File: config.mk
export PLATFORM = sky130hd
export DESIGN_NAME = radix_digit_emitter
export DESIGN_NICKNAME = d
export VERILOG_FILES = /design/src/rtl/core/rde_pkg.sv /design/src/rtl/core/radix_digit_emitter.sv /design/src/rtl/core/rde_cell.sv
export SDC_FILE = /design/constraint.sdc
export NUM_CORES = 1
export LEC_CHECK = 0
export ABC_AREA = 1
export BUFFER_PORTS_ARGS = -buffer_cell sky130_fd_sc_hd__buf_2
export CAP_MARGIN = 20
export CORE_MARGIN = 4
export CORE_UTILIZATION = 65
export DETAILED_ROUTE_END_ITERATION = 7
export PLACE_DENSITY = 0.93
export SLEW_MARGIN = 20
export SYNTH_ARGS = -nofsm -noshare
export SYNTH_HDL_FRONTEND = slang
export SYNTH_SLANG_ARGS = --single-unit
File: constraint.sdc
create_clock -name clk -period 14.75 [get_ports clk]
set_input_delay 1.475 -clock clk [delete_from_list [all_inputs] [get_ports clk]]
set_output_delay 1.475 -clock clk [all_outputs]
set_load 0.05 [all_outputs]
File: src/rtl/core/rde_pkg.sv
// rde_pkg: shared types and codes for the radix digit emitter
// holds radix mode codes, digit cell operations and the cell control struct
// no dependencies
`default_nettype none

package rde_pkg;

  localparam int DIGIT_W = 4;
  localparam int MODE_W  = 2;

  // radix selection codes
  localparam logic [MODE_W-1:0] MODE_BIN = 2'd0;
  localparam logic [MODE_W-1:0] MODE_OCT = 2'd1;
  localparam logic [MODE_W-1:0] MODE_HEX = 2'd2;
  localparam logic [MODE_W-1:0] MODE_BCD = 2'd3;

  // digit cell operations
  localparam logic [1:0] OP_HOLD  = 2'd0;
  localparam logic [1:0] OP_CLEAR = 2'd1;
  localparam logic [1:0] OP_CONV  = 2'd2;
  localparam logic [1:0] OP_SHIFT = 2'd3;

  typedef logic [DIGIT_W-1:0] digit_t;

  typedef struct packed {
    logic [1:0]        op;
    logic [MODE_W-1:0] mode;
  } cell_ctrl_t;

endpackage

`default_nettype wire

File: src/rtl/core/radix_digit_emitter.sv
// radix_digit_emitter: value to binary, octal, hex or bcd digits, msd first
// steps: the value is fed bit by bit into the cell row, leading zero digits are
// shifted out, then digits are handed out msd first, one digit per cycle while
// out_stall is low; an output stall holds the current digit
// one request in flight at a time, set by the serial bit feed through the cell row
// reset (rst, synchronous) returns the controller to idle; digit cells need none
`default_nettype none

module radix_digit_emitter
  import rde_pkg::*;
#(
  parameter int VALUE_BITS = 31
) (
  input  wire logic                  clk,
  input  wire logic                  rst,
  // input requests
  input  wire logic                  in_valid,
  output logic                       in_stall,
  input  wire logic [VALUE_BITS-1:0] value,
  input  wire logic [MODE_W-1:0]     mode,
  // output digits
  output logic                       out_valid,
  input  wire logic                  out_stall,
  output digit_t                     digit,
  output logic                       last
);

  // one cell per possible digit: binary needs the most
  localparam int NCELL = VALUE_BITS;
  localparam int CW    = $clog2(VALUE_BITS + 1);
  localparam logic [CW-1:0] CNT_FULL = CW'(VALUE_BITS);
  localparam logic [CW-1:0] CNT_ONE  = CW'(1);

  localparam logic [1:0] ST_IDLE = 2'd0;
  localparam logic [1:0] ST_CONV = 2'd1;
  localparam logic [1:0] ST_SKIP = 2'd2;
  localparam logic [1:0] ST_EMIT = 2'd3;

  logic [1:0]            state;
  logic [1:0]            state_next;
  logic [CW-1:0]         cnt;
  logic [CW-1:0]         cnt_next;
  logic [VALUE_BITS-1:0] value_sr;
  logic [MODE_W-1:0]     mode_r;
  logic                  in_take;
  cell_ctrl_t            ctrl;

  logic   [NCELL-1:0] carry;
  digit_t             cell_d [NCELL];
  digit_t             top;

  assign in_take   = in_valid && !in_stall;
  assign in_stall  = (state != ST_IDLE);
  assign top       = cell_d[NCELL-1];
  assign out_valid = (state == ST_EMIT);
  assign digit     = top;
  assign last      = (cnt == CNT_ONE);

  // controller: feed bits, drop leading zeros, then hand out digits
  always_comb begin
    state_next = state;
    cnt_next   = cnt;
    ctrl.mode  = mode_r;
    ctrl.op    = OP_HOLD;
    unique case (state)
      ST_IDLE: begin
        if (in_take) begin
          ctrl.op    = OP_CLEAR;
          cnt_next   = CNT_FULL;
          state_next = ST_CONV;
        end
      end
      ST_CONV: begin
        ctrl.op  = OP_CONV;
        cnt_next = cnt - CNT_ONE;
        if (cnt == CNT_ONE) begin
          cnt_next   = CNT_FULL;
          state_next = ST_SKIP;
        end
      end
      ST_SKIP: begin
        // a zero value keeps its last digit
        if (top == '0 && cnt != CNT_ONE) begin
          ctrl.op  = OP_SHIFT;
          cnt_next = cnt - CNT_ONE;
        end else begin
          state_next = ST_EMIT;
        end
      end
      default: begin
        if (!out_stall) begin
          if (cnt == CNT_ONE) begin
            state_next = ST_IDLE;
          end else begin
            ctrl.op  = OP_SHIFT;
            cnt_next = cnt - CNT_ONE;
          end
        end
      end
    endcase
  end

  always_ff @(posedge clk) begin
    if (rst) begin
      state <= ST_IDLE;
      cnt   <= '0;
    end else begin
      state <= state_next;
      cnt   <= cnt_next;
    end
  end

  // input value is fed msb first into the lowest cell
  always_ff @(posedge clk) begin
    if (in_take) begin
      value_sr <= value;
      mode_r   <= mode;
    end else if (state == ST_CONV) begin
      value_sr <= {value_sr[VALUE_BITS-2:0], 1'b0};
    end
  end

  // cell row: cell 0 holds the least significant digit, the top cell the msd
  for (genvar i = 0; i < NCELL; i++) begin : g_cell
    logic   cin_i;
    digit_t din_i;
    if (i == 0) begin : g_first
      assign cin_i = value_sr[VALUE_BITS-1];
      assign din_i = '0;
    end else begin : g_rest
      assign cin_i = carry[i-1];
      assign din_i = cell_d[i-1];
    end
    rde_cell u_cell (
      .clk  (clk),
      .ctrl (ctrl),
      .cin  (cin_i),
      .din  (din_i),
      .cout (carry[i]),
      .dout (cell_d[i])
    );
  end

endmodule

`default_nettype wire

File: src/rtl/core/rde_cell.sv
// rde_cell: one digit position of the conversion chain
// shift-and-adjust during conversion, plain digit shift during output
// depends on rde_pkg
`default_nettype none

module rde_cell
  import rde_pkg::*;
(
  input  wire logic       clk,
  input  wire cell_ctrl_t ctrl,
  input  wire logic       cin,
  input  wire digit_t     din,
  output logic            cout,
  output digit_t          dout
);

  digit_t digit;
  digit_t digit_next;
  digit_t adj;
  digit_t dmask;
  digit_t shifted;

  always_comb begin
    // digit width per radix
    unique case (ctrl.mode)
      MODE_BIN: dmask = 4'b0001;
      MODE_OCT: dmask = 4'b0111;
      default:  dmask = 4'b1111;
    endcase
    // add-3 correction keeps each bcd digit in range after the doubling
    if (ctrl.mode == MODE_BCD && digit >= 4'd5) begin
      adj = digit + 4'd3;
    end else begin
      adj = digit;
    end
    shifted = {adj[DIGIT_W-2:0], cin} & dmask;
    unique case (ctrl.mode)
      MODE_BIN: cout = adj[0];
      MODE_OCT: cout = adj[2];
      default:  cout = adj[3];
    endcase
  end

  always_comb begin
    unique case (ctrl.op)
      OP_CLEAR: digit_next = '0;
      OP_CONV:  digit_next = shifted;
      OP_SHIFT: digit_next = din;
      default:  digit_next = digit;
    endcase
  end

  always_ff @(posedge clk) begin
    digit <= digit_next;
  end

  assign dout = digit;

endmodule

`default_nettype wire
==> parameters.txt, run 1 <==
Parameter                              Value

Run status
  Run status    complete, no violations

Synth
  Number of instances in the synthesized netlist    1495
  Mapped Avg Cell Area    7.949 um2
  Number of flip-flops and latches in the synthesized netlist    164
  Cell Area, Synth    11880 um2
  Sequential fraction of the synthesis area    0.4085
  Post-Syn Nets    1601
  Netlist cell types    33
  Number of warning messages in the yosys log    0

Clock tree
  Clk sink count    164
  Clock-pin slew reported for the worst setup and hold paths after clock tree synthesis    0.08 ns
  Clock Path Buffers    2
  TritonCTS clock tree    built
  Number of gates resized after CTS    0
  Buffers inserted by post-CTS timing repair    0
  TritonCTS Buffers    17
  CTS Hold Bufs    0
  Insertion delay of the later-clocked pin in the worst-skew pair    0.44 ns
  Number of H-tree levels    4
  Buffer type at the clock tree root    sky130_fd_sc_hd__clkbuf_16

Setup path
  Critical Path AT    4.70 ns
  Crit-path most repeated cell    sky130_fd_sc_hd__nand2_1
  Nature of the critical path startpoint    input port
  Reg-to-reg endpoint    g_cell[22].u_cell.dout[2]$_DFFE_PP_
  Top delay family on crit path    simple AND/OR/NAND/NOR gates
  Critical path buffers and inverters    3
  Max Fanout on Critical Path    65
  Longest individual stage delay on the worst path    0.80 ns
  Cell chain of the critical path    buf_2 > nand2_1 > nand2_1 > nand2_2 > nand2_4 > inv_1 > nand3_4 > buf_4
  Worst R2R Start    state[0]$_SDFFE_PP0P_
  Type of element capturing the critical path    flop
  Critical path class    in2reg
  Worst Reg2Reg Path Length in Cells    9
  Setup slack, reg-to-reg    10.47 ns
  Critical path data required time    14.81 ns
  Max stage delay cell, worst path    sky130_fd_sc_hd__buf_4

Power
  Power per cell area    240.9 nW/um2
  Switching part of the total power    0.4992
  Switching power    1.525 mW
  Static power due to leakage    5.822 nW
  Share of power burned in the clock network    0.148
  Fraction of power consumed by combinational cells    0.481
  Cell-internal power    1.530 mW
  Register share of total power    0.370
  IR Drop Worst-Case VDD    154.8 uV

Route
  Routed Antenna Nets    0
  Initial drt markers    1211
  Routed via count divided by cell count    6.072
  Routed wire length    27870 um
  Detailed-router iteration count before antenna repair    7
  Vias after detailed routing    10580
  Detailed-route wire length per cell    15.99 um
  Drc violations    0

STA
  Final worst-path cycle share    0.3146
  Final worst path period need    4.640 ns
  Worst slew margin    0.2198
  Slack of the critical path    10.11 ns
  Final number of setup-violating endpoints    0
  Pin slew with the least headroom to its limit    1.170 ns
  Final number of max-transition violations    0
  Unrepaired setup endpoints after global routing    false
  Setup TNS    0 ns
  Worst clock skew    0.01277 ns
  Achievable clock frequency    215.5 MHz
  Hold violation count in the final report    0

Min path
  HP Class    reg2reg
  Startpoint of the worst hold path    cnt[0]$_SDFFE_PP0P_
  Hold depth    1
  Worst hold endpoint    cnt[0]$_SDFFE_PP0P_

Die
  Core region area    17960 um2
  Die area    20510 um2
  Number of rows in the core area    49
  Top-level port count    44
  Die outline height    143.2 um
  Effective utilization at floorplan    0.6616
  Die X    143.2 um

Global route
  Initial antenna violation count    0
  Total congestion overflow    0
  Global-route wire length before repair    46580 um
  Maximum number of pins on one net before global-route repair    86
  Global Route Usage Sum    0.2744
  Number of global-route vias before repair    10280

Final layout
  Total number of nets in the final design    1607
  Most frequent cells in the layout    sky130_fd_sc_hd__nand2_1 (450), sky130_fd_sc_hd__inv_1 (204), sky130_fd_sc_hd__nand3_1 (204), sky130_fd_sc_hd__edfxtp_1 (157), sky130_fd_sc_hd__nand3_2 (72)
  Synth-to-Final Area Change    6.707%
  Share of final-layout standard cells stronger than drive strength 1    0.1149
  Antenna diodes    0
  Finished layout cell area    12680 um2
  Leading cell type in the layout, fill and taps excluded    sky130_fd_sc_hd__nand2_1

Placed design
  Final estimated routing congestion in global placement    0.8800
  Final HPWL DP    16920 um
  Port buffer count    43
  Post-place setup slack    9.696 ns
  Instance area after placement    12080 um2

Job
  Max capacitance violation total    0
[metal layers]
layer / wire, um / GRT usage
met5: 0 / 0
met4: 811 / 0.09812
met3: 2151 / 0.04889
met2: 14120 / 0.4909
met1: 10790 / 0.3328
[flip-flops by register name, indices dropped and copies added, names as in the netlist]
register,flops
mode_r,2
cnt,5
g_cell.u_cell.dout,124
value_sr,31
state,2
[power by group through the flow]
| stage | combinational, mW | clock, mW | sequential [mW] |
|---|---|---|---|
| 3_3_place_gp | 1.34 | 0 | 1.12 |
| 3_5_place_dp | 1.43 | 0 | 1.13 |
| 2_1_floorplan | 1.16 | 0 | 1.13 |
| 6_report | 1.47 | 0.454 | 1.13 |
| 4_1_cts | 1.45 | 0.455 | 1.12 |
| 5_1_grt | 1.64 | 0.477 | 1.16 |
[how the worst max path moves through the flow]
stage	slack (ns)	end	cells past startpoint	startpoint
final	10.11	g_cell[22].u_cell.dout[2]$_DFFE_PP_	8	in_valid
after global routing	9.85	g_cell[21].u_cell.dout[2]$_DFFE_PP_	8	in_valid
after CTS	10.12	g_cell[21].u_cell.dout[1]$_DFFE_PP_	8	in_valid
after detailed placement	9.70	g_cell[8].u_cell.dout[1]$_DFFE_PP_	8	in_valid
after global placement	9.74	g_cell[24].u_cell.dout[1]$_DFFE_PP_	8	in_valid
after floorplan	8.56	g_cell[0].u_cell.dout[0]$_SDFFCE_PP0P_	7	in_valid
[synth_stat cells]
cell / number / share of area
sky130_fd_sc_hd__xnor2_1: 1 / 0.00074
sky130_fd_sc_hd__nand3_4: 1 / 0.0015
sky130_fd_sc_hd__nand2_1: 450 / 0.14
sky130_fd_sc_hd__o21a_1: 1 / 0.00063
sky130_fd_sc_hd__nor3_2: 1 / 0.00084
sky130_fd_sc_hd__o21ai_0: 65 / 0.027
sky130_fd_sc_hd__nor2_2: 2 / 0.0011
sky130_fd_sc_hd__clkbuf_1: 27 / 0.0085
sky130_fd_sc_hd__nand4_1: 29 / 0.015
sky130_fd_sc_hd__nand2_4: 1 / 0.00095
sky130_fd_sc_hd__xor2_1: 3 / 0.0022
sky130_fd_sc_hd__edfxtp_1: 157 / 0.40
sky130_fd_sc_hd__ha_1: 69 / 0.073
sky130_fd_sc_hd__nand2_2: 3 / 0.0016
sky130_fd_sc_hd__nand3b_1: 1 / 0.00063
sky130_fd_sc_hd__nand3_1: 205 / 0.086
sky130_fd_sc_hd__o211ai_1: 34 / 0.021
sky130_fd_sc_hd__nor3b_2: 1 / 0.0011
sky130_fd_sc_hd__nand3_2: 72 / 0.061
sky130_fd_sc_hd__inv_2: 5 / 0.0016
sky130_fd_sc_hd__nor2_1: 18 / 0.0057
sky130_fd_sc_hd__buf_2: 19 / 0.0080
sky130_fd_sc_hd__buf_1: 1 / 0.00032
sky130_fd_sc_hd__buf_6: 18 / 0.017
sky130_fd_sc_hd__a21oi_1: 36 / 0.015
sky130_fd_sc_hd__a31oi_1: 1 / 0.00053
sky130_fd_sc_hd__dfxtp_1: 7 / 0.012
sky130_fd_sc_hd__and3_1: 1 / 0.00053
sky130_fd_sc_hd__buf_4: 1 / 0.00063
sky130_fd_sc_hd__a211oi_1: 29 / 0.018
sky130_fd_sc_hd__inv_1: 204 / 0.064
sky130_fd_sc_hd__nor3_1: 31 / 0.013
sky130_fd_sc_hd__o21bai_1: 1 / 0.00063
[stage by stage]
step	hold slack [ns]	power, mW	util	cells
finish	0.4785	3.055	0.7059	1743
global route	0.5122	3.279	0.7059	1743
CTS	0.4809	3.031	0.7059	1743
detailed placement	0.4701	2.554	0.6724	1711
global placement	0.4552	2.464	0.6724	1711
floorplan	0.4311	2.284	-	1495
[layout make-up]
class	count	area, um2
Clock buffer	17	425.4
Timing Repair Buffer	53	290.3
Tap cell	229	286.5
Inverter	209	784.5
Sequential cell	164	4855
Clock inverter	15	177.7
Multi-Input combinational cell	1056	5862
Fill cell	1261	5283
[cells by family (layout without fill, tap and decap cells)]
group           after synthesis  after routing  synth area share
compound gates              167            167           0.08412
xor+xnor                      4              4          0.002949
fa+ha+maj                    69             69           0.07265
buf+inv                     275            294            0.1005
flops                       164            164            0.4085
simple gates                816            816            0.3312
[worst reg2reg max path, delay by kind of cell (launching register included)]
kind / cells / cell delay, ns
and+or+nand+nor: 5 / 2.11
buffers and inverters: 3 / 1.15
DFF: 1 / 0.33
adders and majority gates: 1 / 0.24
Note: power is estimated with default switching activity, not from simulation.
==> run 2, diff against run 1 <==
--- a/config.mk
+++ b/config.mk
@@ -5,13 +5,13 @@
 export SDC_FILE = /design/constraint.sdc
 export NUM_CORES = 1
 export LEC_CHECK = 0
-export ABC_AREA = 1
+export ABC_AREA = 0
 export BUFFER_PORTS_ARGS = -buffer_cell sky130_fd_sc_hd__buf_2
 export CAP_MARGIN = 20
 export CORE_MARGIN = 4
-export CORE_UTILIZATION = 65
+export CORE_UTILIZATION = 63
 export DETAILED_ROUTE_END_ITERATION = 7
-export PLACE_DENSITY = 0.93
+export PLACE_DENSITY = 0.91
 export SLEW_MARGIN = 20
 export SYNTH_ARGS = -nofsm -noshare
 export SYNTH_HDL_FRONTEND = slang
==> constraint.sdc (replaced) <==
create_clock -name clk -period 4.3 [get_ports clk]
set_input_delay 0.43 -clock clk [delete_from_list [all_inputs] [get_ports clk]]
set_output_delay 0.43 -clock clk [all_outputs]
set_load 0.05 [all_outputs]
==> parameters.txt, run 2 <==
Parameter                              Value

Run status
  Run status    complete, no violations

Synth
  Largest cells by area after synthesis    sky130_fd_sc_hd__edfxtp_1 (44%), sky130_fd_sc_hd__ha_1 (8.1%), sky130_fd_sc_hd__mux2_2 (6.4%), sky130_fd_sc_hd__o2bb2ai_1 (5.0%), sky130_fd_sc_hd__a21oi_1 (4.5%)
  Post-Syn Nets    1101
  Most numerous cell in the Yosys netlist    sky130_fd_sc_hd__edfxtp_1
  Top cell type by total area after synthesis    sky130_fd_sc_hd__edfxtp_1
  Predominant post-synthesis flop cell    sky130_fd_sc_hd__edfxtp_1
  Post-synth top cells    sky130_fd_sc_hd__edfxtp_1 (157), sky130_fd_sc_hd__inv_1 (101), sky130_fd_sc_hd__a21oi_1 (96)
  Mapped Avg Cell Area    10.66 um2
  Number of flops mapped to enable cells by yosys    157
  Fraction of synthesized cell area taken by the top area cell type    0.4444
  Cell Area, Synth    10610 um2
  Asr flop ratio synth    0
  Number of warning messages in the yosys log    0
  Number of flip-flops and latches in the synthesized netlist    164
  Sequential fraction of the synthesis area    0.4576
  Netlist cell types    45
  Number of instances in the synthesized netlist    995

Route
  Vias after detailed routing    8263
  Routed via count divided by cell count    6.600
  Routed Antenna Nets    0
  Routed wire length    23820 um
  Initial drt markers    845
  Detailed-router iteration count before antenna repair    5
  Detailed-route wire length per cell    19.03 um
  Drc violations    0

Final layout
  Fill cell count    1060
  Number of flip-flops in the largest register    124
  Final standard cell utilization of the core    0.7021
  Antenna diodes    0
  Most frequent cells in the layout    sky130_fd_sc_hd__edfxtp_1 (157), sky130_fd_sc_hd__inv_1 (101), sky130_fd_sc_hd__a21oi_1 (96), sky130_fd_sc_hd__ha_1 (68)
  Share of final-layout standard cells stronger than drive strength 1    0.1541
  Leading cell type in the layout, fill and taps excluded    sky130_fd_sc_hd__edfxtp_1
  Synth-to-Final Area Change    9.365%
  Total number of nets in the final design    1125

Die
  Die X    137.8 um
  Die area    18980 um2
  Die outline height    137.8 um
  Number of rows in the core area    47
  Top-level port count    44
  Core region area    16520 um2
  Effective utilization at floorplan    0.6420

Clock tree
  Clock-pin slew reported for the worst setup and hold paths after clock tree synthesis    0.07 ns
  Clock Path Buffers    2
  Number of H-tree levels    4
  CTS Hold Bufs    0
  Number of gates resized after CTS    0
  TritonCTS clock tree    built
  Buffers inserted by post-CTS timing repair    0
  Buffer type at the clock tree root    sky130_fd_sc_hd__clkbuf_16
  Insertion delay of the later-clocked pin in the worst-skew pair    0.43 ns
  Clk sink count    164
  TritonCTS Buffers    17

Setup path
  Max Fanout on Critical Path    53
  Critical path class    reg2reg
  Max stage delay cell, worst path    sky130_fd_sc_hd__nand2_4
  Critical Path AT    3.11 ns
  Longest individual stage delay on the worst path    0.46 ns
  Nature of the critical path startpoint    flop
  Cell chain of the critical path    inv_1 > ha_1 > nand2_1 > buf_4 > o21ai_1 > a21boi_4 > nand2_4 > buf_12
  Type of element capturing the critical path    flop
  Setup slack, reg-to-reg    1.35 ns
  Critical path data required time    4.45 ns

STA
  Unrepaired setup endpoints after global routing    false
  Final number of setup-violating endpoints    0
  Setup TNS    0 ns
  Final worst path period need    2.951 ns
  Final worst-path cycle share    0.6862
  Pin slew with the least headroom to its limit    0.9438 ns
  Worst slew margin    0.3708
  Hold violation count in the final report    0
  Worst clock skew    0.008322 ns
  Final number of max-transition violations    0
  Achievable clock frequency    338.9 MHz

Global route
  Total congestion overflow    0
  Initial antenna violation count    0
  Global Route Usage Sum    0.2579
  Global-route wire length before repair    39210 um
  Number of global-route vias before repair    8121
  Maximum number of pins on one net before global-route repair    54

Power
  Static power due to leakage    4.443 nW
  Power per cell area    813.1 nW/um2
  IR Drop Worst-Case VDD    491.7 uV

Min path
  HP Class    in2reg

Placed design
  Final HPWL DP    14770 um
  Final estimated routing congestion in global placement    0.8370
  Port buffer count    43

Job
  Max capacitance violation total    0
-- run 2: cell types whose count changed in the layout (fill, tap and decap cells not counted), sizes merged, moves of 29 or more --
cell	delta
inv	-112
o2bb2ai	+60
nand4	-29
o21ai	-29
a21oi	+60
nand2b	+34
nor3	-30
xnor2	+29
mux2	+60
or4	+30
a21o	+30
nand2	-414
nand3	-248
a32o	+30
-- run 2: area by class of cell --
| type | count | area (um2) | area share |
|---|---|---|---|
| multi-input cells | 675 | 5149 | 0.4438 |
| flip-flops and latches | 164 | 4855 | 0.4184 |
| clock buffers | 22 | 506.7 | 0.04368 |
| inverters | 101 | 379.1 | 0.03268 |
| repair buffers | 60 | 355.3 | 0.03063 |
| well taps | 220 | 275.3 | 0.02372 |
| clock inverters | 10 | 82.58 | 0.007117 |
-- run 2: final timing paths --
check | startpoint | endpoint | cells after the start
worst min-delay path | mode[1] | mode_r[1]$_DFFE_PP_ | 1
worst max-delay path | state[0]$_SDFFE_PP0P_ | g_cell[12].u_cell.dout[3]$_DFFE_PP_ | 8
worst max register to register | state[0]$_SDFFE_PP0P_ | g_cell[12].u_cell.dout[3]$_DFFE_PP_ | 8
worst min register to register | cnt[1]$_SDFFE_PP0P_ | cnt[1]$_SDFFE_PP0P_ | 2
-- run 2: kinds of logic after synthesis --
family,synth area share
AND/OR/NAND/NOR,0.09423
buffers and inverters,0.05991
multiplexers,0.06652
AO/OA/AOI/OAI,0.2156
adder cells (fa/ha/maj),0.08138
flip-flops,0.4576
XOR/XNOR,0.02477
-- run 2: metal layers --
metal | routed length, um | part of all wire | vias up | GRT usage
li1 | - | - | 3819 | -
met1 | 9428 | 0.40 | 3974 | 0.3320
met2 | 11900 | 0.50 | 418 | 0.4360
met3 | 1999 | 0.084 | 52 | 0.05040
met4 | 499 | 0.021 | 0 | 0.09001
met5 | 0 | 0 | - | 0
-- run 2: through the flow --
stage	worst slack (ns)	power [mW]	instance area (um2)	cells	hold WS [ns]
2_1_floorplan	0.6290	6.737	10610	995	0.4889
3_3_place_gp	1.454	7.549	11010	1220	0.5013
3_5_place_dp	1.374	7.780	11010	1220	0.5074
4_1_cts	1.352	9.389	11600	1252	0.1674
5_1_grt	1.162	10.08	11600	1252	0.1665
6_report	1.349	9.434	11600	1252	0.1792
-- run 2: critical path: cells and delay by family (launching register included) --
family / cells / cell delay (ns)
AND/OR/NAND/NOR: 2 / 0.55
AO/OA/AOI/OAI: 2 / 0.52
flip-flops: 1 / 0.41
adder cells (fa/ha/maj): 1 / 0.30
buffers and inverters: 3 / 0.86
-- run 2: power by group --
group,internal [mW],total [mW],switching [mW]
clock,0.852,1.51,0.656
sequential,3.01,3.74,0.728
combinational,1.61,4.19,2.58
